--- src/hw/rtl/ymodem_sender_controller_core_macros.svh ---
// ----------------------------------------------------------------------------
// ysc assertion macros
// shared property templates for the sender controller checks
// ----------------------------------------------------------------------------
`ifndef YMODEM_SENDER_CONTROLLER_CORE_MACROS_SVH
`define YMODEM_SENDER_CONTROLLER_CORE_MACROS_SVH

// same-cycle implication
`define YSC_ASSERT_IMPLIES(label, clk, rst_n, ante, cons) \
  label: assert property (@(posedge clk) disable iff (!rst_n) (ante) |-> (cons)) \
    else $error("ysc check failed");

// next-cycle implication
`define YSC_ASSERT_NEXT(label, clk, rst_n, ante, cons) \
  label: assert property (@(posedge clk) disable iff (!rst_n) (ante) |=> (cons)) \
    else $error("ysc check failed");

`endif

--- src/hw/rtl/ysc_pkg.sv ---
// ----------------------------------------------------------------------------
// ysc_pkg
// types and constants of the ymodem batch sender controller
// ----------------------------------------------------------------------------
`timescale 1ns / 1ps

package ysc_pkg;

  localparam int QUEUE_DEPTH = 4;

  localparam logic [2:0] CMD_START  = 3'd0;
  localparam logic [2:0] CMD_END    = 3'd1;
  localparam logic [2:0] CMD_BYTE   = 3'd2;
  localparam logic [2:0] CMD_TICK   = 3'd3;
  localparam logic [2:0] CMD_CANCEL = 3'd4;

  localparam logic [7:0] BYTE_C   = 8'h43;
  localparam logic [7:0] BYTE_NAK = 8'h15;
  localparam logic [7:0] BYTE_ACK = 8'h06;

  localparam logic [31:0] BLK_LONG  = 32'd1024;
  localparam logic [31:0] BLK_SHORT = 32'd128;

  localparam logic CFG_TIMEOUT_TICKS = 1'b0;
  localparam logic CFG_RETRY_LIMIT   = 1'b1;

  typedef enum logic [2:0] {
    MODE_IDLE, MODE_WAIT_REQ, MODE_HDR_ACK, MODE_DATA_REQ,
    MODE_DATA_ACK, MODE_EOT_ACK, MODE_CLOSE_ACK
  } mode_t;

  typedef enum logic [2:0] {
    ACT_HDR, ACT_DATA, ACT_EOT, ACT_CLOSE, ACT_CAN, ACT_FILE_DONE, ACT_BATCH
  } action_t;

  typedef enum logic [2:0] {
    FAIL_NONE, FAIL_NO_REQ, FAIL_HDR, FAIL_DATA_REQ,
    FAIL_DATA, FAIL_EOT, FAIL_CLOSE, FAIL_CANCELLED
  } fail_t;

  typedef enum logic [2:0] {
    EV_START, EV_END, EV_C, EV_NAK, EV_ACK, EV_TICK, EV_CANCEL
  } ev_t;

  typedef struct packed {
    ev_t         ev;
    logic [31:0] file_size;
  } entry_t;

  typedef struct packed {
    logic   valid;
    entry_t entry;
  } qport_t;

  typedef struct packed {
    action_t     action;
    logic [7:0]  seq;
    logic        long_block;
    logic [31:0] data_offset;
    logic [10:0] data_len;
    fail_t       fail_reason;
  } result_t;

endpackage

--- src/hw/rtl/ysc_if.sv ---
// ----------------------------------------------------------------------------
// ysc channel interfaces
// valid/ready channels for command words and action words
// ----------------------------------------------------------------------------
`timescale 1ns / 1ps

interface ysc_in_if;
  logic        valid;
  logic        ready;
  logic [2:0]  cmd;
  logic [7:0]  rx_byte;
  logic [31:0] file_size;

  modport source (output valid, cmd, rx_byte, file_size, input ready);
  modport sink   (input valid, cmd, rx_byte, file_size, output ready);
endinterface

interface ysc_out_if;
  logic        valid;
  logic        ready;
  logic [2:0]  action;
  logic [7:0]  seq;
  logic        long_block;
  logic [31:0] data_offset;
  logic [10:0] data_len;
  logic [2:0]  fail_reason;

  modport source (output valid, action, seq, long_block, data_offset, data_len,
                  fail_reason, input ready);
  modport sink   (input valid, action, seq, long_block, data_offset, data_len,
                  fail_reason, output ready);
endinterface

--- src/hw/rtl/ymodem_sender_controller_core.sv ---
// ----------------------------------------------------------------------------
// ymodem_sender_controller_core
// a taken command word passes the event queue and then the action word register
// throughput: one command word per cycle while the event queue is not full
// the event queue lets input keep flowing while an action word is held
// reset: rst_n synchronous active low; idle, queue empty, default config
// ----------------------------------------------------------------------------
`timescale 1ns / 1ps
`include "ymodem_sender_controller_core_macros.svh"

module ymodem_sender_controller_core #(
  parameter int QUEUE_DEPTH = ysc_pkg::QUEUE_DEPTH
) (
  input  logic        clk,
  input  logic        rst_n,
  ysc_in_if.sink      in_ch,
  ysc_out_if.source   out_ch,
  input  logic        cfg_we,
  input  logic        cfg_index,
  input  logic [31:0] cfg_data
);

  logic [31:0]     timeout_ticks_r;
  logic [7:0]      retry_limit_r;
  logic            q_push, q_full, q_pop;
  ysc_pkg::entry_t q_entry;
  ysc_pkg::qport_t q_head;
  logic            out_can, out_cancelled, out_other, out_blank, out_data, out_len_ok;

  always_ff @(posedge clk) begin
    if (!rst_n) begin
      timeout_ticks_r <= 32'd3000;
      retry_limit_r <= 8'd10;
    end else if (cfg_we) begin
      unique case (cfg_index)
        ysc_pkg::CFG_TIMEOUT_TICKS: timeout_ticks_r <= cfg_data;
        ysc_pkg::CFG_RETRY_LIMIT:   retry_limit_r <= cfg_data[7:0];
        default: ;
      endcase
    end
  end

  ysc_front u_front (
    .in_ch   (in_ch),
    .q_full  (q_full),
    .q_push  (q_push),
    .q_entry (q_entry)
  );

  ysc_queue #(
    .DEPTH (QUEUE_DEPTH)
  ) u_queue (
    .clk      (clk),
    .rst_n    (rst_n),
    .push     (q_push),
    .wr_entry (q_entry),
    .full     (q_full),
    .pop      (q_pop),
    .head     (q_head)
  );

  ysc_back u_back (
    .clk           (clk),
    .rst_n         (rst_n),
    .timeout_ticks (timeout_ticks_r),
    .retry_limit   (retry_limit_r),
    .head          (q_head),
    .q_pop         (q_pop),
    .out_ch        (out_ch)
  );

  assign out_can       = out_ch.valid && (out_ch.action == ysc_pkg::ACT_CAN);
  assign out_cancelled = (out_ch.fail_reason == ysc_pkg::FAIL_CANCELLED);
  assign out_other     = out_ch.valid && (out_ch.action != ysc_pkg::ACT_DATA);
  assign out_blank     = (out_ch.data_len == 11'd0) && (out_ch.data_offset == 32'd0);
  assign out_data      = out_ch.valid && (out_ch.action == ysc_pkg::ACT_DATA);
  assign out_len_ok    = (out_ch.data_len <= 11'd1024) &&
                         (!out_ch.long_block || out_ch.data_len == 11'd1024);

  `YSC_ASSERT_IMPLIES(a_no_overflow, clk, rst_n, q_full, !q_push)
  `YSC_ASSERT_IMPLIES(a_can_reason, clk, rst_n, out_can, out_cancelled)
  `YSC_ASSERT_IMPLIES(a_nondata_zero, clk, rst_n, out_other, out_blank)
  `YSC_ASSERT_IMPLIES(a_block_len, clk, rst_n, out_data, out_len_ok)
  `YSC_ASSERT_NEXT(a_pop_empty, clk, rst_n, !q_head.valid && !q_push, !q_head.valid)

endmodule

--- src/hw/rtl/ysc_front.sv ---
// ----------------------------------------------------------------------------
// ysc_front
// accepts command words and classifies them into events for the queue
// ----------------------------------------------------------------------------
`timescale 1ns / 1ps

module ysc_front (
  ysc_in_if.sink         in_ch,
  input  logic           q_full,
  output logic           q_push,
  output ysc_pkg::entry_t q_entry
);

  logic keep;

  assign in_ch.ready = !q_full;

  // unknown commands and received bytes other than C, NAK and ACK are dropped here
  always_comb begin
    keep = 1'b1;
    q_entry.ev = ysc_pkg::EV_START;
    q_entry.file_size = in_ch.file_size;
    unique case (in_ch.cmd)
      ysc_pkg::CMD_START:  q_entry.ev = ysc_pkg::EV_START;
      ysc_pkg::CMD_END:    q_entry.ev = ysc_pkg::EV_END;
      ysc_pkg::CMD_TICK:   q_entry.ev = ysc_pkg::EV_TICK;
      ysc_pkg::CMD_CANCEL: q_entry.ev = ysc_pkg::EV_CANCEL;
      ysc_pkg::CMD_BYTE: begin
        if (in_ch.rx_byte == ysc_pkg::BYTE_C) begin
          q_entry.ev = ysc_pkg::EV_C;
        end else if (in_ch.rx_byte == ysc_pkg::BYTE_NAK) begin
          q_entry.ev = ysc_pkg::EV_NAK;
        end else if (in_ch.rx_byte == ysc_pkg::BYTE_ACK) begin
          q_entry.ev = ysc_pkg::EV_ACK;
        end else begin
          keep = 1'b0;
        end
      end
      default: keep = 1'b0;
    endcase
  end

  assign q_push = in_ch.valid && !q_full && keep;

endmodule

--- src/hw/rtl/ysc_queue.sv ---
// ----------------------------------------------------------------------------
// ysc_queue
// short event queue between front and back
// ----------------------------------------------------------------------------
`timescale 1ns / 1ps

module ysc_queue #(
  parameter int DEPTH = ysc_pkg::QUEUE_DEPTH
) (
  input  logic            clk,
  input  logic            rst_n,
  input  logic            push,
  input  ysc_pkg::entry_t wr_entry,
  output logic            full,
  input  logic            pop,
  output ysc_pkg::qport_t head
);

  localparam int PW = (DEPTH > 1) ? $clog2(DEPTH) : 1;
  localparam int CW = $clog2(DEPTH + 1);

  ysc_pkg::entry_t mem_r [DEPTH];
  logic [PW-1:0] wr_ptr_r, wr_ptr_nxt, rd_ptr_r, rd_ptr_nxt;
  logic [CW-1:0] count_r, count_nxt;

  assign full = (count_r == CW'(DEPTH));
  assign head.valid = (count_r != '0);
  assign head.entry = mem_r[rd_ptr_r];

  always_comb begin
    wr_ptr_nxt = wr_ptr_r;
    rd_ptr_nxt = rd_ptr_r;
    count_nxt = count_r;
    if (push) begin
      wr_ptr_nxt = (wr_ptr_r == PW'(DEPTH - 1)) ? '0 : wr_ptr_r + 1'b1;
    end
    if (pop) begin
      rd_ptr_nxt = (rd_ptr_r == PW'(DEPTH - 1)) ? '0 : rd_ptr_r + 1'b1;
    end
    if (push && !pop) begin
      count_nxt = count_r + 1'b1;
    end else if (pop && !push) begin
      count_nxt = count_r - 1'b1;
    end
  end

  always_ff @(posedge clk) begin
    if (push) begin
      mem_r[wr_ptr_r] <= wr_entry;
    end
  end

  always_ff @(posedge clk) begin
    if (!rst_n) begin
      wr_ptr_r <= '0;
      rd_ptr_r <= '0;
      count_r <= '0;
    end else begin
      wr_ptr_r <= wr_ptr_nxt;
      rd_ptr_r <= rd_ptr_nxt;
      count_r <= count_nxt;
    end
  end

endmodule

--- src/hw/rtl/ysc_back.sv ---
// ----------------------------------------------------------------------------
// ysc_back
// transfer state machine, retry and timer logic, action word register
// ----------------------------------------------------------------------------
`timescale 1ns / 1ps

module ysc_back (
  input  logic            clk,
  input  logic            rst_n,
  input  logic [31:0]     timeout_ticks,
  input  logic [7:0]      retry_limit,
  input  ysc_pkg::qport_t head,
  output logic            q_pop,
  ysc_out_if.source       out_ch
);

  ysc_pkg::mode_t   mode_r, mode_nxt;
  logic [7:0]       retry_r, retry_nxt;
  logic [31:0]      timer_left_r, timer_left_nxt;
  logic             timer_on_r, timer_on_nxt;
  logic [31:0]      size_r, size_nxt;
  logic [31:0]      sent_r, sent_nxt;
  logic [7:0]       next_seq_r, next_seq_nxt;
  logic [31:0]      last_off_r, last_off_nxt;
  logic [10:0]      last_len_r, last_len_nxt;
  logic             last_long_r, last_long_nxt;
  logic             out_valid_r;
  ysc_pkg::result_t out_data_r;

  logic             res_valid;
  ysc_pkg::result_t res;
  logic [8:0]       retry_inc;
  logic             retry_ok;
  logic             tick_live, tick_fire, file_done, is_idle;
  logic [31:0]      rem;
  logic             blk_long;
  logic [10:0]      blk_len;
  logic             do_start, do_emit, do_fail, do_resend, do_send;
  ysc_pkg::action_t emit_act;
  ysc_pkg::fail_t   fail_why;
  ysc_pkg::ev_t     ev;

  assign ev = head.entry.ev;
  assign q_pop = head.valid && (!out_valid_r || out_ch.ready);
  assign retry_inc = {1'b0, retry_r} + 9'd1;
  assign retry_ok = (retry_inc <= {1'b0, retry_limit});
  assign is_idle = (mode_r == ysc_pkg::MODE_IDLE);
  assign tick_live = !is_idle && timer_on_r;
  assign tick_fire = tick_live && (timer_left_r <= 32'd1);
  assign file_done = (sent_r >= size_r);
  assign rem = size_r - sent_r;
  assign blk_long = (rem >= ysc_pkg::BLK_LONG);
  assign blk_len = blk_long ? ysc_pkg::BLK_LONG[10:0]
                 : ((rem < ysc_pkg::BLK_SHORT) ? rem[10:0] : ysc_pkg::BLK_SHORT[10:0]);

  // next state
  always_comb begin
    mode_nxt = mode_r;
    if (q_pop) begin
      unique case (ev)
        ysc_pkg::EV_START: if (is_idle) mode_nxt = ysc_pkg::MODE_WAIT_REQ;
        ysc_pkg::EV_END:   if (is_idle) mode_nxt = ysc_pkg::MODE_CLOSE_ACK;
        ysc_pkg::EV_CANCEL: mode_nxt = ysc_pkg::MODE_IDLE;
        ysc_pkg::EV_C: begin
          if (mode_r == ysc_pkg::MODE_WAIT_REQ) begin
            mode_nxt = ysc_pkg::MODE_HDR_ACK;
          end else if (mode_r == ysc_pkg::MODE_DATA_REQ) begin
            mode_nxt = file_done ? ysc_pkg::MODE_EOT_ACK : ysc_pkg::MODE_DATA_ACK;
          end
        end
        ysc_pkg::EV_NAK: begin
          if (mode_r == ysc_pkg::MODE_WAIT_REQ) begin
            mode_nxt = ysc_pkg::MODE_HDR_ACK;
          end else if (!retry_ok && (mode_r == ysc_pkg::MODE_HDR_ACK ||
                       mode_r == ysc_pkg::MODE_DATA_ACK ||
                       mode_r == ysc_pkg::MODE_EOT_ACK ||
                       mode_r == ysc_pkg::MODE_CLOSE_ACK)) begin
            mode_nxt = ysc_pkg::MODE_IDLE;
          end
        end
        ysc_pkg::EV_ACK: begin
          unique case (mode_r)
            ysc_pkg::MODE_HDR_ACK:   mode_nxt = ysc_pkg::MODE_DATA_REQ;
            ysc_pkg::MODE_DATA_ACK:
              mode_nxt = file_done ? ysc_pkg::MODE_EOT_ACK : ysc_pkg::MODE_DATA_ACK;
            ysc_pkg::MODE_EOT_ACK:   mode_nxt = ysc_pkg::MODE_IDLE;
            ysc_pkg::MODE_CLOSE_ACK: mode_nxt = ysc_pkg::MODE_IDLE;
            default: ;
          endcase
        end
        ysc_pkg::EV_TICK: if (tick_fire && !retry_ok) mode_nxt = ysc_pkg::MODE_IDLE;
        default: ;
      endcase
    end
  end

  // outputs and datapath
  always_comb begin
    do_start = 1'b0;
    do_emit = 1'b0;
    do_fail = 1'b0;
    do_resend = 1'b0;
    do_send = 1'b0;
    emit_act = ysc_pkg::ACT_HDR;
    fail_why = ysc_pkg::FAIL_NONE;
    res_valid = 1'b0;
    res = '0;
    retry_nxt = retry_r;
    timer_left_nxt = timer_left_r;
    timer_on_nxt = timer_on_r;
    size_nxt = size_r;
    sent_nxt = sent_r;
    next_seq_nxt = next_seq_r;
    last_off_nxt = last_off_r;
    last_len_nxt = last_len_r;
    last_long_nxt = last_long_r;

    if (q_pop) begin
      unique case (ev)
        ysc_pkg::EV_START: begin
          if (is_idle) begin
            size_nxt = head.entry.file_size;
            sent_nxt = '0;
            next_seq_nxt = 8'd1;
            retry_nxt = '0;
            do_start = 1'b1;
          end
        end
        ysc_pkg::EV_END: begin
          if (is_idle) begin
            retry_nxt = '0;
            do_start = 1'b1;
            do_emit = 1'b1;
            emit_act = ysc_pkg::ACT_CLOSE;
          end
        end
        ysc_pkg::EV_CANCEL: begin
          if (!is_idle) begin
            timer_on_nxt = 1'b0;
            timer_left_nxt = '0;
            retry_nxt = '0;
            res_valid = 1'b1;
            res.action = ysc_pkg::ACT_CAN;
            res.fail_reason = ysc_pkg::FAIL_CANCELLED;
          end
        end
        ysc_pkg::EV_C: begin
          if (mode_r == ysc_pkg::MODE_WAIT_REQ) begin
            retry_nxt = '0;
            do_start = 1'b1;
            do_emit = 1'b1;
            emit_act = ysc_pkg::ACT_HDR;
          end else if (mode_r == ysc_pkg::MODE_DATA_REQ) begin
            do_send = 1'b1;
          end
        end
        ysc_pkg::EV_NAK: begin
          unique case (mode_r)
            ysc_pkg::MODE_WAIT_REQ: begin
              retry_nxt = '0;
              do_start = 1'b1;
              do_emit = 1'b1;
              emit_act = ysc_pkg::ACT_HDR;
            end
            ysc_pkg::MODE_DATA_REQ: do_start = 1'b1;
            ysc_pkg::MODE_HDR_ACK, ysc_pkg::MODE_EOT_ACK, ysc_pkg::MODE_CLOSE_ACK: begin
              if (retry_ok) begin
                retry_nxt = retry_inc[7:0];
                do_start = 1'b1;
                do_emit = 1'b1;
                emit_act = (mode_r == ysc_pkg::MODE_HDR_ACK) ? ysc_pkg::ACT_HDR
                         : (mode_r == ysc_pkg::MODE_EOT_ACK) ? ysc_pkg::ACT_EOT
                         : ysc_pkg::ACT_CLOSE;
              end else begin
                do_fail = 1'b1;
                fail_why = (mode_r == ysc_pkg::MODE_HDR_ACK) ? ysc_pkg::FAIL_HDR
                         : (mode_r == ysc_pkg::MODE_EOT_ACK) ? ysc_pkg::FAIL_EOT
                         : ysc_pkg::FAIL_CLOSE;
              end
            end
            ysc_pkg::MODE_DATA_ACK: begin
              if (retry_ok) begin
                retry_nxt = retry_inc[7:0];
                do_resend = 1'b1;
              end else begin
                do_fail = 1'b1;
                fail_why = ysc_pkg::FAIL_DATA;
              end
            end
            default: ;
          endcase
        end
        ysc_pkg::EV_ACK: begin
          unique case (mode_r)
            ysc_pkg::MODE_HDR_ACK: begin
              retry_nxt = '0;
              do_start = 1'b1;
            end
            ysc_pkg::MODE_DATA_ACK: do_send = 1'b1;
            ysc_pkg::MODE_EOT_ACK: begin
              timer_on_nxt = 1'b0;
              timer_left_nxt = '0;
              retry_nxt = '0;
              do_emit = 1'b1;
              emit_act = ysc_pkg::ACT_FILE_DONE;
            end
            ysc_pkg::MODE_CLOSE_ACK: begin
              do_fail = 1'b1;
              fail_why = ysc_pkg::FAIL_NONE;
            end
            default: ;
          endcase
        end
        ysc_pkg::EV_TICK: begin
          if (tick_live) begin
            if (!tick_fire) begin
              timer_left_nxt = timer_left_r - 32'd1;
            end else begin
              timer_left_nxt = '0;
              timer_on_nxt = 1'b0;
              if (!retry_ok) begin
                do_fail = 1'b1;
                fail_why = ysc_pkg::fail_t'(3'(mode_r));
              end else begin
                retry_nxt = retry_inc[7:0];
                unique case (mode_r)
                  ysc_pkg::MODE_DATA_ACK: do_resend = 1'b1;
                  ysc_pkg::MODE_HDR_ACK: begin
                    do_start = 1'b1;
                    do_emit = 1'b1;
                    emit_act = ysc_pkg::ACT_HDR;
                  end
                  ysc_pkg::MODE_EOT_ACK: begin
                    do_start = 1'b1;
                    do_emit = 1'b1;
                    emit_act = ysc_pkg::ACT_EOT;
                  end
                  ysc_pkg::MODE_CLOSE_ACK: begin
                    do_start = 1'b1;
                    do_emit = 1'b1;
                    emit_act = ysc_pkg::ACT_CLOSE;
                  end
                  default: do_start = 1'b1;
                endcase
              end
            end
          end
        end
        default: ;
      endcase
    end

    if (do_start || do_resend || do_send) begin
      timer_left_nxt = timeout_ticks;
      timer_on_nxt = 1'b1;
    end
    if (do_emit) begin
      res_valid = 1'b1;
      res.action = emit_act;
    end
    if (do_fail) begin
      timer_on_nxt = 1'b0;
      timer_left_nxt = '0;
      retry_nxt = '0;
      res_valid = 1'b1;
      res.action = ysc_pkg::ACT_BATCH;
      res.fail_reason = fail_why;
    end
    if (do_resend) begin
      res_valid = 1'b1;
      res.action = ysc_pkg::ACT_DATA;
      res.seq = next_seq_r - 8'd1;
      res.long_block = last_long_r;
      res.data_offset = last_off_r;
      res.data_len = last_len_r;
    end
    if (do_send) begin
      retry_nxt = '0;
      res_valid = 1'b1;
      if (file_done) begin
        res.action = ysc_pkg::ACT_EOT;
      end else begin
        last_long_nxt = blk_long;
        last_off_nxt = sent_r;
        last_len_nxt = blk_len;
        sent_nxt = sent_r + {21'd0, blk_len};
        next_seq_nxt = next_seq_r + 8'd1;
        res.action = ysc_pkg::ACT_DATA;
        res.seq = next_seq_r;
        res.long_block = blk_long;
        res.data_offset = sent_r;
        res.data_len = blk_len;
      end
    end
  end

  always_ff @(posedge clk) begin
    if (!rst_n) begin
      mode_r <= ysc_pkg::MODE_IDLE;
      retry_r <= '0;
      timer_left_r <= '0;
      timer_on_r <= 1'b0;
      size_r <= '0;
      sent_r <= '0;
      next_seq_r <= 8'd1;
      last_off_r <= '0;
      last_len_r <= '0;
      last_long_r <= 1'b0;
      out_valid_r <= 1'b0;
    end else begin
      mode_r <= mode_nxt;
      retry_r <= retry_nxt;
      timer_left_r <= timer_left_nxt;
      timer_on_r <= timer_on_nxt;
      size_r <= size_nxt;
      sent_r <= sent_nxt;
      next_seq_r <= next_seq_nxt;
      last_off_r <= last_off_nxt;
      last_len_r <= last_len_nxt;
      last_long_r <= last_long_nxt;
      if (q_pop && res_valid) begin
        out_valid_r <= 1'b1;
      end else if (out_ch.ready) begin
        out_valid_r <= 1'b0;
      end
    end
  end

  always_ff @(posedge clk) begin
    if (q_pop && res_valid) begin
      out_data_r <= res;
    end
  end

  assign out_ch.valid = out_valid_r;
  assign out_ch.action = out_data_r.action;
  assign out_ch.seq = out_data_r.seq;
  assign out_ch.long_block = out_data_r.long_block;
  assign out_ch.data_offset = out_data_r.data_offset;
  assign out_ch.data_len = out_data_r.data_len;
  assign out_ch.fail_reason = out_data_r.fail_reason;

endmodule

--- src/flat_wrapper.sv ---
// flat-port wrapper written by rule: the top's interface ports become plain ports
module ymodem_sender_controller_core_flat 
#(
  parameter int QUEUE_DEPTH = ysc_pkg::QUEUE_DEPTH
)
  (clk, rst_n, cfg_we, cfg_index, cfg_data, in_ch_valid, in_ch_cmd, in_ch_rx_byte, in_ch_file_size, in_ch_ready, out_ch_valid, out_ch_action, out_ch_seq, out_ch_long_block, out_ch_data_offset, out_ch_data_len, out_ch_fail_reason, out_ch_ready);
  ysc_in_if in_ch_i ();
  ysc_out_if out_ch_i ();
  input  logic clk;
  input  logic rst_n;
  input  logic cfg_we;
  input  logic cfg_index;
  input  logic [31:0] cfg_data;
  input wire logic [$bits(in_ch_i.valid)-1:0] in_ch_valid;
  input wire logic [$bits(in_ch_i.cmd)-1:0] in_ch_cmd;
  input wire logic [$bits(in_ch_i.rx_byte)-1:0] in_ch_rx_byte;
  input wire logic [$bits(in_ch_i.file_size)-1:0] in_ch_file_size;
  output wire logic [$bits(in_ch_i.ready)-1:0] in_ch_ready;
  output wire logic [$bits(out_ch_i.valid)-1:0] out_ch_valid;
  output wire logic [$bits(out_ch_i.action)-1:0] out_ch_action;
  output wire logic [$bits(out_ch_i.seq)-1:0] out_ch_seq;
  output wire logic [$bits(out_ch_i.long_block)-1:0] out_ch_long_block;
  output wire logic [$bits(out_ch_i.data_offset)-1:0] out_ch_data_offset;
  output wire logic [$bits(out_ch_i.data_len)-1:0] out_ch_data_len;
  output wire logic [$bits(out_ch_i.fail_reason)-1:0] out_ch_fail_reason;
  input wire logic [$bits(out_ch_i.ready)-1:0] out_ch_ready;
  assign in_ch_i.valid = in_ch_valid;
  assign in_ch_i.cmd = in_ch_cmd;
  assign in_ch_i.rx_byte = in_ch_rx_byte;
  assign in_ch_i.file_size = in_ch_file_size;
  assign in_ch_ready = in_ch_i.ready;
  assign out_ch_valid = out_ch_i.valid;
  assign out_ch_action = out_ch_i.action;
  assign out_ch_seq = out_ch_i.seq;
  assign out_ch_long_block = out_ch_i.long_block;
  assign out_ch_data_offset = out_ch_i.data_offset;
  assign out_ch_data_len = out_ch_i.data_len;
  assign out_ch_fail_reason = out_ch_i.fail_reason;
  assign out_ch_i.ready = out_ch_ready;
  ymodem_sender_controller_core #(.QUEUE_DEPTH(QUEUE_DEPTH)) u_core (.clk(clk), .rst_n(rst_n), .in_ch(in_ch_i), .out_ch(out_ch_i), .cfg_we(cfg_we), .cfg_index(cfg_index), .cfg_data(cfg_data));
endmodule
--- config.mk ---
export PLATFORM = sky130hd
export DESIGN_NAME = ymodem_sender_controller_core_flat
export DESIGN_NICKNAME = d
export VERILOG_FILES = /design/src/hw/rtl/ysc_pkg.sv /design/src/hw/rtl/ysc_if.sv /design/src/hw/rtl/ymodem_sender_controller_core.sv /design/src/hw/rtl/ysc_front.sv /design/src/hw/rtl/ysc_queue.sv /design/src/hw/rtl/ysc_back.sv /design/src/flat_wrapper.sv
export VERILOG_INCLUDE_DIRS = /design/src /design/src/hw/rtl
export SDC_FILE = /design/constraint.sdc
export NUM_CORES = 1
export LEC_CHECK = 0
export BUFFER_PORTS_ARGS = -buffer_cell sky130_fd_sc_hd__buf_2
export CAP_MARGIN = 30
export CORE_ASPECT_RATIO = 0.9
export CORE_MARGIN = 5
export CORE_UTILIZATION = 60
export DETAILED_ROUTE_END_ITERATION = 8
export PLACE_DENSITY = 0.86
export SETUP_SLACK_MARGIN = 0.1
export SYNTH_ARGS = -nofsm -noshare
export SYNTH_HDL_FRONTEND = slang
export SYNTH_SLANG_ARGS = --single-unit
export TNS_END_PERCENT = 10
--- constraint.sdc ---
create_clock -name clk -period 6.6 [get_ports clk]
set_clock_uncertainty 0.2 [all_clocks]
set_input_delay 0.99 -clock clk [delete_from_list [all_inputs] [get_ports clk]]
set_output_delay 0.99 -clock clk [all_outputs]
set_load 0.03 [all_outputs]
==> summary.md, run 1 <==
| Metric | Value |
|---|---|
| Status | completed |
| Arr. time, crit path | 6.45 ns |
| Largest vdd supply drop | ~230 uV |
| DPL Wire Length | between 30 and 40 mm |
| Levels on crit path | 25 |
| Clock Latency Late Sink | around 0.57 ns |
| DR WL/cell | about 18 um |
| Hold depth | 2 |
| Core area | about 0.033 mm^2 |
| Vias in the first global route | between 10000 and 15000 |
| Utilization after layout | 68.4% |
| Worst path slowest cell | or4b_1 |
| Rows | 63 |
| Multi-input logic area | 0.00908 mm^2 |
| GRT Total Usage | between 20% and 30% |
| Via count | about 16000 |
| Cell family with most CP delay | compound AO/OA/AOI/OAI gates |
| Total negative slack | 0 ns |
| Sw frac | 38.7% |
| Mapped Area | 0.0199 mm^2 |
| Path depth of the worst reg2reg path | 25 |
| Initial antenna violation count | 5 |
| Leak | between 8 and 9 nW |
| RSZ-0062 raised after global routing | false |
| Pwr Density | 425 mW/mm^2 |
| Endpoints failing hold | 0 |
| Initial Utilization | between 60% and 70% |
| Final setup vio count | 0 |
| Max Buffers Root-to-Sink | 3 |
| CTS tree | yes |
| Final nets | around 2300 |
| Reg power frac | between 30% and 40% |
| Clock net sink count | 408 |
| Register area | 0.0102 mm^2 |
| Worst EP required | between 6 and 7 ns |
| Clock transition at path regs | around 0.060 ns |
| DRT iter0 DRCs | ~1600 |
| Cts bufs inserted | 41 |
| Mean post-synth cell area | 9.65 um^2 |
| CP max FO | 6 |
| Synth warnings | 0 |
| Hold_buf cts | 0 |
| Vias per cell | between 6 and 7 |
| Min Tclk post-route | about 6.2 ns |
| P_sw | 3.71 mW |
| Cells after synthesis | 2063 |
| Fillers | 2348 |
| Tcrit/Tclk final | a little over nine tenths |
| Port Buffer Count | 140 |
| Io pins | between 100 and 150 |
| Number of synthesized flops with an enable pin | 198 |
| TritonRoute pass-1 iters | 7 |
| FFs w/ async S/R, synth | 0% |
| Chip height | between 150 and 200 um |
| Final wirelength | around 48 mm |
| Worst-Margin Slew | about 0.83 ns |
| CP Launch Type | register |
| Top cell type's share of synthesized area | between 20% and 30% |
| Worst setup EP type | register |
| Yosys reg bits | just over 400 |
| Critical path class | register to register |
| H-tree Lvls | 2 |
| Worst Path Buf+Inv | 3 |
| Ys flop type | dfxtp_1 |
| Die span in x | approximately 200 um |
| Max-Slew Margin vs Limit | ~44% |
| Syn-to-layout area delta | 13.1% |
| DIE AREA | approximately 0.037 mm^2 |
| CTS Root Cell | clkbuf_16 |
| Max-cap violations | 0 |
| Sequential area share after synthesis | approximately half |
| Post-synth top area cell | edfxtp_1 |
| Placer Congestion | 0.937 |
| Largest cells by area after synthesis | edfxtp_1 30%, dfxtp_1 21%, nand2_1 7.7% |
| Max Slew Vio Count | 0 |
| Worst hold path class | register to register |
| Largest net degree at the start of global routing | 73 |
| P_int | between 5 and 6 mW |
| Netlist cell types | 90 |
| DRC | 0 |
| Slowest stage delay, CP | around 0.48 ns |
| Antenna Nets Post-Route | 0 |
| Clock power share | 25.8% |
| GRT overflow | 0 |
| Logic pwr share | around two fifths |
| Wire length of the first global-routing pass | 77.6 mm |
| Fmax | approximately 160 MHz |
| Share of layout cells above drive strength 1 | 14.5% |
==> worst min-delay path: stages (launching register included) <==
cell,delay (ns)
dfxtp_1,0.31
nand2_1,0.05
a21oi_1,0.05
==> registers in the layout (all words and copies together), names as in the netlist, 2 cells and up, named ones only <==
signal,cells
u_core.u_back.timer_left_r,32
u_core.u_queue.count_r,3
u_core.u_back.sent_r,32
u_core.u_back.mode_r,3
u_core.u_back.last_off_r,32
u_core.u_back.out_ch.data_offset,32
u_core.u_queue.rd_ptr_r,2
u_core.u_queue.wr_ptr_r,2
u_core.u_back.out_ch.seq,8
u_core.u_back.last_len_r,11
u_core.u_queue.mem_r,140
u_core.u_back.next_seq_r,8
u_core.u_back.size_r,32
u_core.u_back.out_ch.fail_reason,3
u_core.u_back.out_ch.action,3
u_core.u_back.retry_r,8
u_core.timeout_ticks_r,32
u_core.retry_limit_r,8
u_core.u_back.out_ch.data_len,11
==> through the flow <==
stage | instances | cell area (um^2) | setup slack (ns) | hold slack (ns) | total power, mW
3_3_place_gp | 2534 | 20900 | 0.308 | 0.241 | 7.00
2_1_floorplan | 2064 | 19900 | 0.740 | 0.236 | 6.04
4_1_cts | 2614 | 22400 | 0.200 | 0.255 | 9.53
5_1_grt | 2620 | 22500 | 0.0162 | 0.275 | 10.1
3_5_place_dp | 2538 | 21000 | 0.241 | 0.247 | 7.04
6_report | 2621 | 22500 | 0.384 | 0.254 | 9.57
==> synthesized netlist by cell type, drive strengths merged, types with 14 or more instances <==
master	number
nand3	56
xor2	21
o21a	19
nand4	30
and3	18
a31oi	21
mux4	35
inv	78
o21ai	96
a21oi	212
xnor2	39
clkbuf	96
and2	16
buf	18
nand2b	20
nor2	131
dfxtp	210
nand2	406
nor4	16
a211oi	14
nor3	40
nor2b	18
o211ai	15
edfxtp	198
ha	62
==> logic make-up (layout without fill, tap and decap cells) <==
| group | Yosys count | count (layout) | synth area share [%] |
|---|---|---|---|
| and+or+nand+nor | 794 | 794 | 18.2 |
| AOI/OAI and AO/OA | 501 | 501 | 15.8 |
| DFF | 408 | 408 | 51.0 |
| buffers and inverters | 192 | 325 | 3.76 |
| adders and majority gates | 65 | 65 | 4.20 |
| xor gates and xnor gates | 60 | 60 | 2.64 |
| muxes | 42 | 42 | 4.34 |
| other | 1 | 4 | 0.0188 |
==> routing by layer <==
| metal | track usage (%) | part of all wire [%] |
|---|---|---|
| met5 | 0 | 0.070 |
| met4 | 5.77 | 1.5 |
| met2 | 38.9 | 44 |
| met3 | 5.14 | 9.1 |
| met1 | 38.2 | 45 |
==> what timing repair did <==
action | 4_1_cts | 5_1_grt
resized for setup | 0 | 7
buffers inserted | 0 | 4
setup endpoints to repair | 0 | 20
==> area by class of cell <==
type / instances / share of cell area, %
clock buffer: 48 / 4.95
tap: 422 / 2.35
inverter: 78 / 1.31
antenna: 2 / 0.0222
timing repair buffer: 171 / 4.35
multi-input combinational: 1464 / 40.4
sequential: 408 / 45.1
clock inverter: 28 / 1.52
==> path summary, 6_finish.rpt <==
path | endpoint | slack (ns) | startpoint
max | u_core.u_back.sent_r[20] | 0.38 | u_core.u_back.sent_r[0]
min | u_core.u_back.last_off_r[26] | 0.25 | u_core.u_back.last_off_r[26]
max reg2reg | u_core.u_back.sent_r[20] | 0.38 | u_core.u_back.sent_r[0]
min reg2reg | u_core.u_back.last_off_r[26] | 0.25 | u_core.u_back.last_off_r[26]
==> placed cells by master, fill, tap and decap left out, types with 11 or more instances in the layout <==
cell	Yosys	final
or3_1	13	13
nor2b_1	18	17
ha_1	62	62
mux4_2	35	35
edfxtp_1	198	198
clkbuf_16	0	42
a31oi_1	20	20
nand2b_1	20	20
dfxtp_1	210	209
xor2_1	21	21
buf_4	0	27
nand3_1	56	55
nor2_1	129	129
inv_1	77	76
nor4_1	15	12
o211ai_1	15	15
and2_1	15	15
and3_1	18	18
nor3_1	37	37
a21oi_1	212	212
xnor2_1	39	39
o21ai_0	94	94
a21o_1	12	12
nand2_1	406	406
a211oi_1	13	13
buf_2	10	140
nand4_1	30	30
o31ai_1	11	11
o21a_1	19	19
==> power by group through the flow <==
stage          Combinational (mW)  Clock [mW]  Sequential [mW]
4_1_cts                      3.93        2.51             3.10
3_3_place_gp                 3.86           0             3.13
2_1_floorplan                2.71           0             3.33
3_5_place_dp                 3.89           0             3.15
6_report                     4.00        2.47             3.10
5_1_grt                      4.32        2.63             3.13
Power figures use the tool's default switching activity.
==> run 2, diff against run 1 <==
--- a/config.mk
+++ b/config.mk
@@ -7,7 +7,6 @@
 export NUM_CORES = 1
 export LEC_CHECK = 0
 export BUFFER_PORTS_ARGS = -buffer_cell sky130_fd_sc_hd__buf_2
-export CAP_MARGIN = 30
 export CORE_ASPECT_RATIO = 0.9
 export CORE_MARGIN = 5
 export CORE_UTILIZATION = 60
==> constraint.sdc (replaced) <==
create_clock -name clk -period 6.6 [get_ports clk]
set_clock_uncertainty 0.2 [all_clocks]
set_input_delay 0.33 -clock clk [delete_from_list [all_inputs] [get_ports clk]]
set_output_delay 0.33 -clock clk [all_outputs]
set_load 0.03 [all_outputs]
==> run 2 against run 1 <==
  * Final cell count grew 2.3%
  * Clock-buffer cell count stayed put
  * Maximum frequency up 1.4%
  * Core utilization is 1.8 points higher
  * Largest power group unchanged
  * Critical endpoint unchanged
  * Sequential power about the same
  * Highest routed layer is now met4
  * First-iteration DRC count rose by 0.19%
  * Non-clock buffer count grew 60
  * Combinational power about the same
  * Clock power grew 3%
==> summary.md, run 2 (same netlist as run 1, synthesis figures left out) <==
| Metric | Value |
|---|---|
| Status | completed (unchanged) |
| Reg2reg start | u_core.u_back.sent_r[0] (unchanged) |
| Initial Utilization | 60.5% (unchanged) |
| Core area | 0.0329 mm^2 (unchanged) |
| Reg-to-Reg End | u_core.u_back.sent_r[20] (unchanged) |
| Max Slew Vio Count | 0 (unchanged) |
| Leak | 8.71 nW (was 8.44 nW) |
| DR WL/cell | 18.5 um (was 18.4 um) |
| CP max FO | 6 (unchanged) |
| Share of layout cells above drive strength 1 | 13.8% (was 14.5%) |
| Worst EP required | 6.82 ns (was 6.84 ns) |
| Sw frac | 38.5% (was 38.7%) |
| Antenna Nets Post-Route | 0 (unchanged) |
| Clock transition at path regs | 0.06 ns (about the same) |
| Port Buffer Count | 140 (unchanged) |
| Worst-Margin Slew | 1.22 ns (was 0.834 ns) |
| Syn-to-layout area delta | 16.0% (was 13.1%) |
| CTS tree | yes (unchanged) |
| Tcrit/Tclk final | 92.9% (was 94.2%) |
| Clock Latency Late Sink | 0.56 ns (was 0.57 ns) |
| Fmax | 163 MHz (was 161 MHz) |
| Placer Congestion | 0.937 (unchanged) |
| Via count | 16321 (was 15979) |
| P_int | 5.94 mW (was 5.86 mW) |
| Hold Crit Endpoint | u_core.retry_limit_r[4] (was u_core.u_back.last_off_r[26]) |
| Max Buffers Root-to-Sink | 3 (unchanged) |
| DIE AREA | 0.0369 mm^2 (unchanged) |
| Max-Slew Margin vs Limit | 18.3% (was 44.3%) |
| TritonRoute pass-1 iters | 6 (was 7) |
| Clock net sink count | 408 (unchanged) |
| Max-cap violations | 0 (unchanged) |
| Path depth of the worst reg2reg path | 25 (unchanged) |
| Final nets | 2371 (was 2310) |
| Largest net degree at the start of global routing | 73 (unchanged) |
| Endpoints failing hold | 0 (unchanged) |
| Vias in the first global route | 15127 (was 14867) |
| CTS Root Cell | clkbuf_16 (unchanged) |
| Largest vdd supply drop | 243 uV (was 233 uV) |
| Pwr Density | 418 mW/mm^2 (was 425 mW/mm^2) |
| Commonest non-fill, non-tap cells in the layout | 406 x nand2_1, 212 x a21oi_1, 209 x dfxtp_1, 198 x edfxtp_1, 140 x buf_2 (unchanged) |
| GRT overflow | 0 (unchanged) |
| Worst hold slack | 0.0248 ns (was 0.254 ns) |
| DPL Wire Length | 33.3 mm (about the same) |
| Reg2Reg Setup Slack | 0.47 ns (was 0.38 ns) |
| Max FFs per register | 140 (unchanged) |
| H-tree Lvls | 2 (unchanged) |
| Hold depth | 4 (was 2) |
| Logic pwr share | 41.6% (was 41.8%) |
| Chip height | 183 um (unchanged) |
| Worst setup EP type | register (unchanged) |
| Final setup vio count | 0 (unchanged) |
| Io pins | 141 (unchanged) |
| Reg power frac | 32.1% (was 32.4%) |
| Cts bufs inserted | 42 (was 41) |
| Min Tclk post-route | 6.13 ns (was 6.22 ns) |
| Vias per cell | 6.09 (was 6.10) |
| RSZ-0062 raised after global routing | false (unchanged) |
| Arr. time, crit path | 6.36 ns (was 6.45 ns) |
| P_sw | 3.72 mW (was 3.71 mW) |
| Final wirelength | 49.6 mm (was 48.3 mm) |
| CP Launch Type | register (unchanged) |
| DRC | 0 (unchanged) |
| Largest Register | u_core.u_queue.mem_r (unchanged) |
| Total negative slack | 0 ns (unchanged) |
| GRT Total Usage | 26.1% (was 25.5%) |
| Die span in x | 202 um (unchanged) |
| Hold path start | cfg_we (was u_core.u_back.last_off_r[26]) |
| DRT iter0 DRCs | 1593 (was 1590) |
| Critical path class | register to register (unchanged) |
| Initial antenna violation count | 2 (was 5) |
| Wire length of the first global-routing pass | 79.7 mm (was 77.6 mm) |
| Rows | 63 (unchanged) |
| Worst hold path class | input port to register (was register to register) |
| Most common cell after layout, fill and taps aside | nand2_1 (unchanged) |
| Clock power share | 26.3% (was 25.8%) |
## run 2: changes by cell type in the layout (fill, tap and decap cells not counted), sizes merged
cell         previous run  this run
bufinv                  7         9
dlygate4sd3             0        66
buf                   170       165
clkinv                 16        15
clkbuf                 49        48
diode                   2         1
## run 2: worst max-delay path by stage
stage                            start                  endpoint  slack [ns]
6_report       u_core.u_back.sent_r[0]  u_core.u_back.sent_r[20]        0.47
4_1_cts        u_core.u_back.sent_r[0]  u_core.u_back.sent_r[31]        0.20
3_3_place_gp   u_core.u_back.sent_r[0]  u_core.u_back.sent_r[31]        0.31
3_5_place_dp   u_core.u_back.sent_r[0]  u_core.u_back.sent_r[31]        0.25
5_1_grt        u_core.u_back.sent_r[0]  u_core.u_back.sent_r[30]        0.09
2_1_floorplan  u_core.u_back.sent_r[0]  u_core.u_back.sent_r[31]        0.74
## run 2: critical path, cell delays in order (launching register included)
cell and delay [ns]:
dfxtp_1 0.39, ha_1 0.20, inv_1 0.06, fa_1 0.47
a21oi_1 0.20, o22ai_1 0.20, o21a_1 0.24, o31a_1 0.32
or4b_1 0.48, a221oi_2 0.24, and4_4 0.29, nand4b_4 0.18
nor3_1 0.22, ha_1 0.19, inv_1 0.05, fa_1 0.40
nor2b_1 0.12, o21ai_0 0.11, a21oi_1 0.21, o21ai_0 0.16
a211o_1 0.36, a31oi_4 0.25, buf_12 0.15, nand3_1 0.09
xnor2_1 0.17, nor2_1 0.05
## run 2: repair_timing
action / CTS / global route
buffers inserted: 0 / 3
hold buffers: 66 / 0
gates resized for setup: 0 / 4
endpoints found under the hold margin: 176 / 0
endpoints found under the setup margin: 0 / 20
## run 2: power groups by stage
stage                     combinational [mW]  sequential (mW)  clock, mW
final                                   4.02             3.10       2.54
after global routing                    4.35             3.13       2.69
after CTS                               3.95             3.10       2.57
after detailed placement                3.89             3.15          0
after global placement                  3.86             3.13          0
after floorplan                         2.71             3.33          0
## run 2: area by class of cell
| class | count | area (um^2) |
|---|---|---|
| flip-flops and latches | 408 | 10200 |
| fillers | 2316 | 9780 |
| multi-input cells | 1464 | 9060 |
| repair buffers | 231 | 1560 |
| clock buffers | 48 | 1090 |
| well taps | 422 | 528 |
| clock inverters | 29 | 402 |
| inverters | 78 | 294 |
| diodes | 1 | 2.50 |
## run 2: through the flow
stage | setup WS, ns | cells | utilization, % | power (mW) | instance area [um^2]
finish | 0.467 | 2681 | 70.3 | 9.66 | 23100
global placement | 0.308 | 2534 | 63.5 | 7.00 | 20900
global route | 0.0914 | 2681 | 70.3 | 10.2 | 23100
detailed placement | 0.250 | 2534 | 63.5 | 7.04 | 20900
CTS | 0.204 | 2677 | 70.1 | 9.62 | 23000
floorplan | 0.740 | 2064 | - | 6.04 | 19900
## run 2: layer usage
layer | vias up | GRT usage (%) | part of all wire (%)
li1 | 7752 | - | -
met1 | 7748 | 38.6 | 45
met2 | 746 | 41.5 | 45
met3 | 75 | 4.30 | 8.2
met4 | 0 | 5.41 | 1.7
met5 | - | 0 | 0
==> run 3, diff against run 2 <==
--- a/config.mk
+++ b/config.mk
@@ -11,7 +11,7 @@
 export CORE_MARGIN = 5
 export CORE_UTILIZATION = 60
 export DETAILED_ROUTE_END_ITERATION = 8
-export PLACE_DENSITY = 0.86
+export PLACE_DENSITY_LB_ADDON = 0.25
 export SETUP_SLACK_MARGIN = 0.1
 export SYNTH_ARGS = -nofsm -noshare
 export SYNTH_HDL_FRONTEND = slang
==> run 3 against run 2 <==
  * Non-clock buffer count is 3 higher
  * Core utilization is 0.061 points lower
  * Largest cell class unchanged
  * Wire length is 3.1% higher
  * Cell area hardly changed
  * Register-to-register slack worse by 0.05 ns
  * Hold slack better by 0.035 ns
  * First-iteration DRC count is 5.8% higher
  * Die area stayed put
  * Final cell count is 0.15% higher
==> summary.md, run 3 (same netlist as run 1, synthesis figures left out) <==
| Metric | Value |
|---|---|
| Hold path start | cfg_index (was cfg_we) |
| CP Launch Type | register (unchanged) |
| Pwr Density | 416 mW/mm^2 (was 418 mW/mm^2) |
| Total negative slack | 0 ns (unchanged) |
| Reg2reg start | u_core.u_back.sent_r[0] (unchanged) |
| Clock net sink count | 408 (unchanged) |
| Wire length of the first global-routing pass | 81.9 mm (was 79.7 mm) |
| Total power | 9.60 mW (was 9.66 mW) |
| Placed cells | 2535 (was 2534) |
| Slowest stage delay, CP | 0.48 ns (about the same) |
| TritonRoute pass-1 iters | 6 (unchanged) |
| Leak | 8.70 nW (was 8.71 nW) |
| Rows | 63 (unchanged) |
| Setup WS post-layout | 0.416 ns (was 0.467 ns) |
| Largest net degree at the start of global routing | 73 (unchanged) |
| DR WL/cell | 19.0 um (was 18.5 um) |
| Largest vdd supply drop | 254 uV (was 243 uV) |
| Commonest non-fill, non-tap cells in the layout | 406 x nand2_1, 211 x a21oi_1, 209 x dfxtp_1, 198 x edfxtp_1, 140 x buf_2 (was 406 x nand2_1, 212 x a21oi_1, 209 x dfxtp_1, 198 x edfxtp_1, 140 x buf_2) |
| CTS tree | yes (unchanged) |
| CTS Root Cell | clkbuf_16 (unchanged) |
| Utilization after layout | 70.2% (was 70.3%) |
| Clock Latency Late Sink | 0.55 ns (was 0.56 ns) |
| Final wirelength | 51.1 mm (was 49.6 mm) |
| Endpoints failing hold | 0 (unchanged) |
| H-tree Lvls | 2 (unchanged) |
| Max Slew Vio Count | 0 (unchanged) |
| Path depth of the worst reg2reg path | 24 (was 25) |
| Placed inst area | 0.0209 mm^2 (about the same) |
| Max Buffers Root-to-Sink | 3 (unchanged) |
| Worst path slowest cell | or4b_1 (unchanged) |
| Setup Slack @ Placement | 0.193 ns (was 0.250 ns) |
| Max-cap violations | 0 (unchanged) |
| Clock transition at path regs | 0.06 ns (about the same) |
| Critical-path cell list | ha_1 -> inv_1 -> fa_2 -> a21oi_2 -> o22ai_1 -> o21a_1 -> o31a_1 -> or4b_1 -> a221oi_2 -> and4_4 -> nand4b_4 -> nor3_1 -> ha_1 -> inv_1 -> fa_1 -> nor2b_1 -> o21ai_0 -> a21oi_1 -> o21ai_0 -> a211o_1 -> a31oi_4 -> nand3_1 -> mux2_2 -> nor2_1 |
| Port Buffer Count | 140 (unchanged) |
| Initial antenna violation count | 2 (unchanged) |
| Share of layout cells above drive strength 1 | 14.0% (was 13.8%) |
| Max FFs per register | 140 (unchanged) |
| Post-route cell area | 0.0231 mm^2 (about the same) |
| GRT Total Usage | 26.9% (was 26.1%) |
| Reg-to-Reg End | u_core.u_back.sent_r[26] (was u_core.u_back.sent_r[20]) |
| Worst-Margin Slew | 1.27 ns (was 1.22 ns) |
| Final setup vio count | 0 (unchanged) |
| Critical path class | register to register (unchanged) |
| Worst hold path class | input port to register (unchanged) |
| DIE AREA | 0.0369 mm^2 (unchanged) |
| Fmax | 162 MHz (was 163 MHz) |
| Initial Utilization | 60.5% (unchanged) |
| Chip height | 183 um (unchanged) |
| Syn-to-layout area delta | 15.9% (was 16.0%) |
| Largest Register | u_core.u_queue.mem_r (unchanged) |
| Io pins | 141 (unchanged) |
| DRC | 0 (unchanged) |
| Vias per cell | 6.09 (about the same) |
| DRT iter0 DRCs | 1685 (was 1593) |
| Arr. time, crit path | 6.45 ns (was 6.36 ns) |
| Max-Slew Margin vs Limit | 15.2% (was 18.3%) |
| RSZ-0062 raised after global routing | false (unchanged) |
| Min Tclk post-route | 6.18 ns (was 6.13 ns) |
| Via count | 16361 (was 16321) |
| Worst EP required | 6.87 ns (was 6.82 ns) |
| Hold depth | 4 (unchanged) |
| Antenna Nets Post-Route | 0 (unchanged) |
| Cts bufs inserted | 41 (was 42) |
| Final nets | 2374 (was 2371) |
| Tcrit/Tclk final | 93.7% (was 92.9%) |
| CP max FO | 8 (was 6) |
| Vias in the first global route | 15490 (was 15127) |
| Most common cell after layout, fill and taps aside | nand2_1 (unchanged) |
| Placer Congestion | 0.950 (was 0.937) |
| Core area | 0.0329 mm^2 (unchanged) |
| Reg2Reg Setup Slack | 0.42 ns (was 0.47 ns) |
| GRT overflow | 0 (unchanged) |
| Hold Crit Endpoint | u_core.retry_limit_r[2] (was u_core.retry_limit_r[4]) |
| Worst hold slack | 0.0595 ns (was 0.0248 ns) |
| Status | completed (unchanged) |
| Fin cells | 2685 (was 2681) |
| Worst setup EP type | register (unchanged) |
| DPL Wire Length | 33.4 mm (was 33.3 mm) |
| Die span in x | 202 um (unchanged) |
-- run 3: cell types whose count changed in the layout (fill, tap and decap cells not counted), moves of 2 or more --
cell        delta
buf_4          +4
bufinv_16      -3
clkbuf_8       +3
clkinv_1       +2
clkinvlp_2     -2
-- run 3: worst max path at each step --
stage	slack, ns	startpoint	depth (start not counted)	end
2_1_floorplan	0.74	u_core.u_back.sent_r[0]	23	u_core.u_back.sent_r[31]
6_report	0.42	u_core.u_back.sent_r[0]	24	u_core.u_back.sent_r[26]
5_1_grt	0.13	u_core.u_back.sent_r[0]	24	u_core.u_back.sent_r[30]
3_5_place_dp	0.19	u_core.u_back.sent_r[0]	23	u_core.u_back.sent_r[31]
4_1_cts	0.10	u_core.u_back.sent_r[0]	23	u_core.u_back.sent_r[31]
3_3_place_gp	0.34	u_core.u_back.sent_r[0]	23	u_core.u_back.sent_r[31]
-- run 3: worst max-delay path: cells and delay by family, from the launching register on --
kind                     cells  cell delay, ns
multiplexers                 1            0.29
AND/OR/NAND/NOR              7            1.52
AO/OA/AOI/OAI               10            2.32
adder cells (fa/ha/maj)      4            1.25
flip-flops                   1            0.39
buffers and inverters        2            0.13
-- run 3: area by class of cell --
| class | instances | area [um^2] |
|---|---|---|
| diodes | 2 | 5.00 |
| clock buffers | 52 | 1140 |
| clock inverters | 24 | 299 |
| fillers | 2489 | 9800 |
| inverters | 78 | 294 |
| multi-input cells | 1465 | 9080 |
| flip-flops and latches | 408 | 10200 |
| well taps | 422 | 528 |
| repair buffers | 234 | 1570 |
-- run 3: routing by layer --
layer	track usage [%]	vias up	wire length, um
li1	-	7774	-
met4	5.39	0	882
met1	39.4	7802	22800
met5	0	-	0
met2	42.4	696	23200
met3	5.37	89	4330
-- run 3: report_power, final --
group | internal (mW) | switching (mW)
Sequential | 2.94 | 0.150
Clock | 1.47 | 0.992
Combinational | 1.47 | 2.59
-- run 3: timing repair --
action | in CTS | in global routing
setup buffers | 0 | 5
setup endpoints to repair | 0 | 22
hold buffers | 66 | 0
endpoints found under the hold margin | 176 | 0
resized for setup | 0 | 7
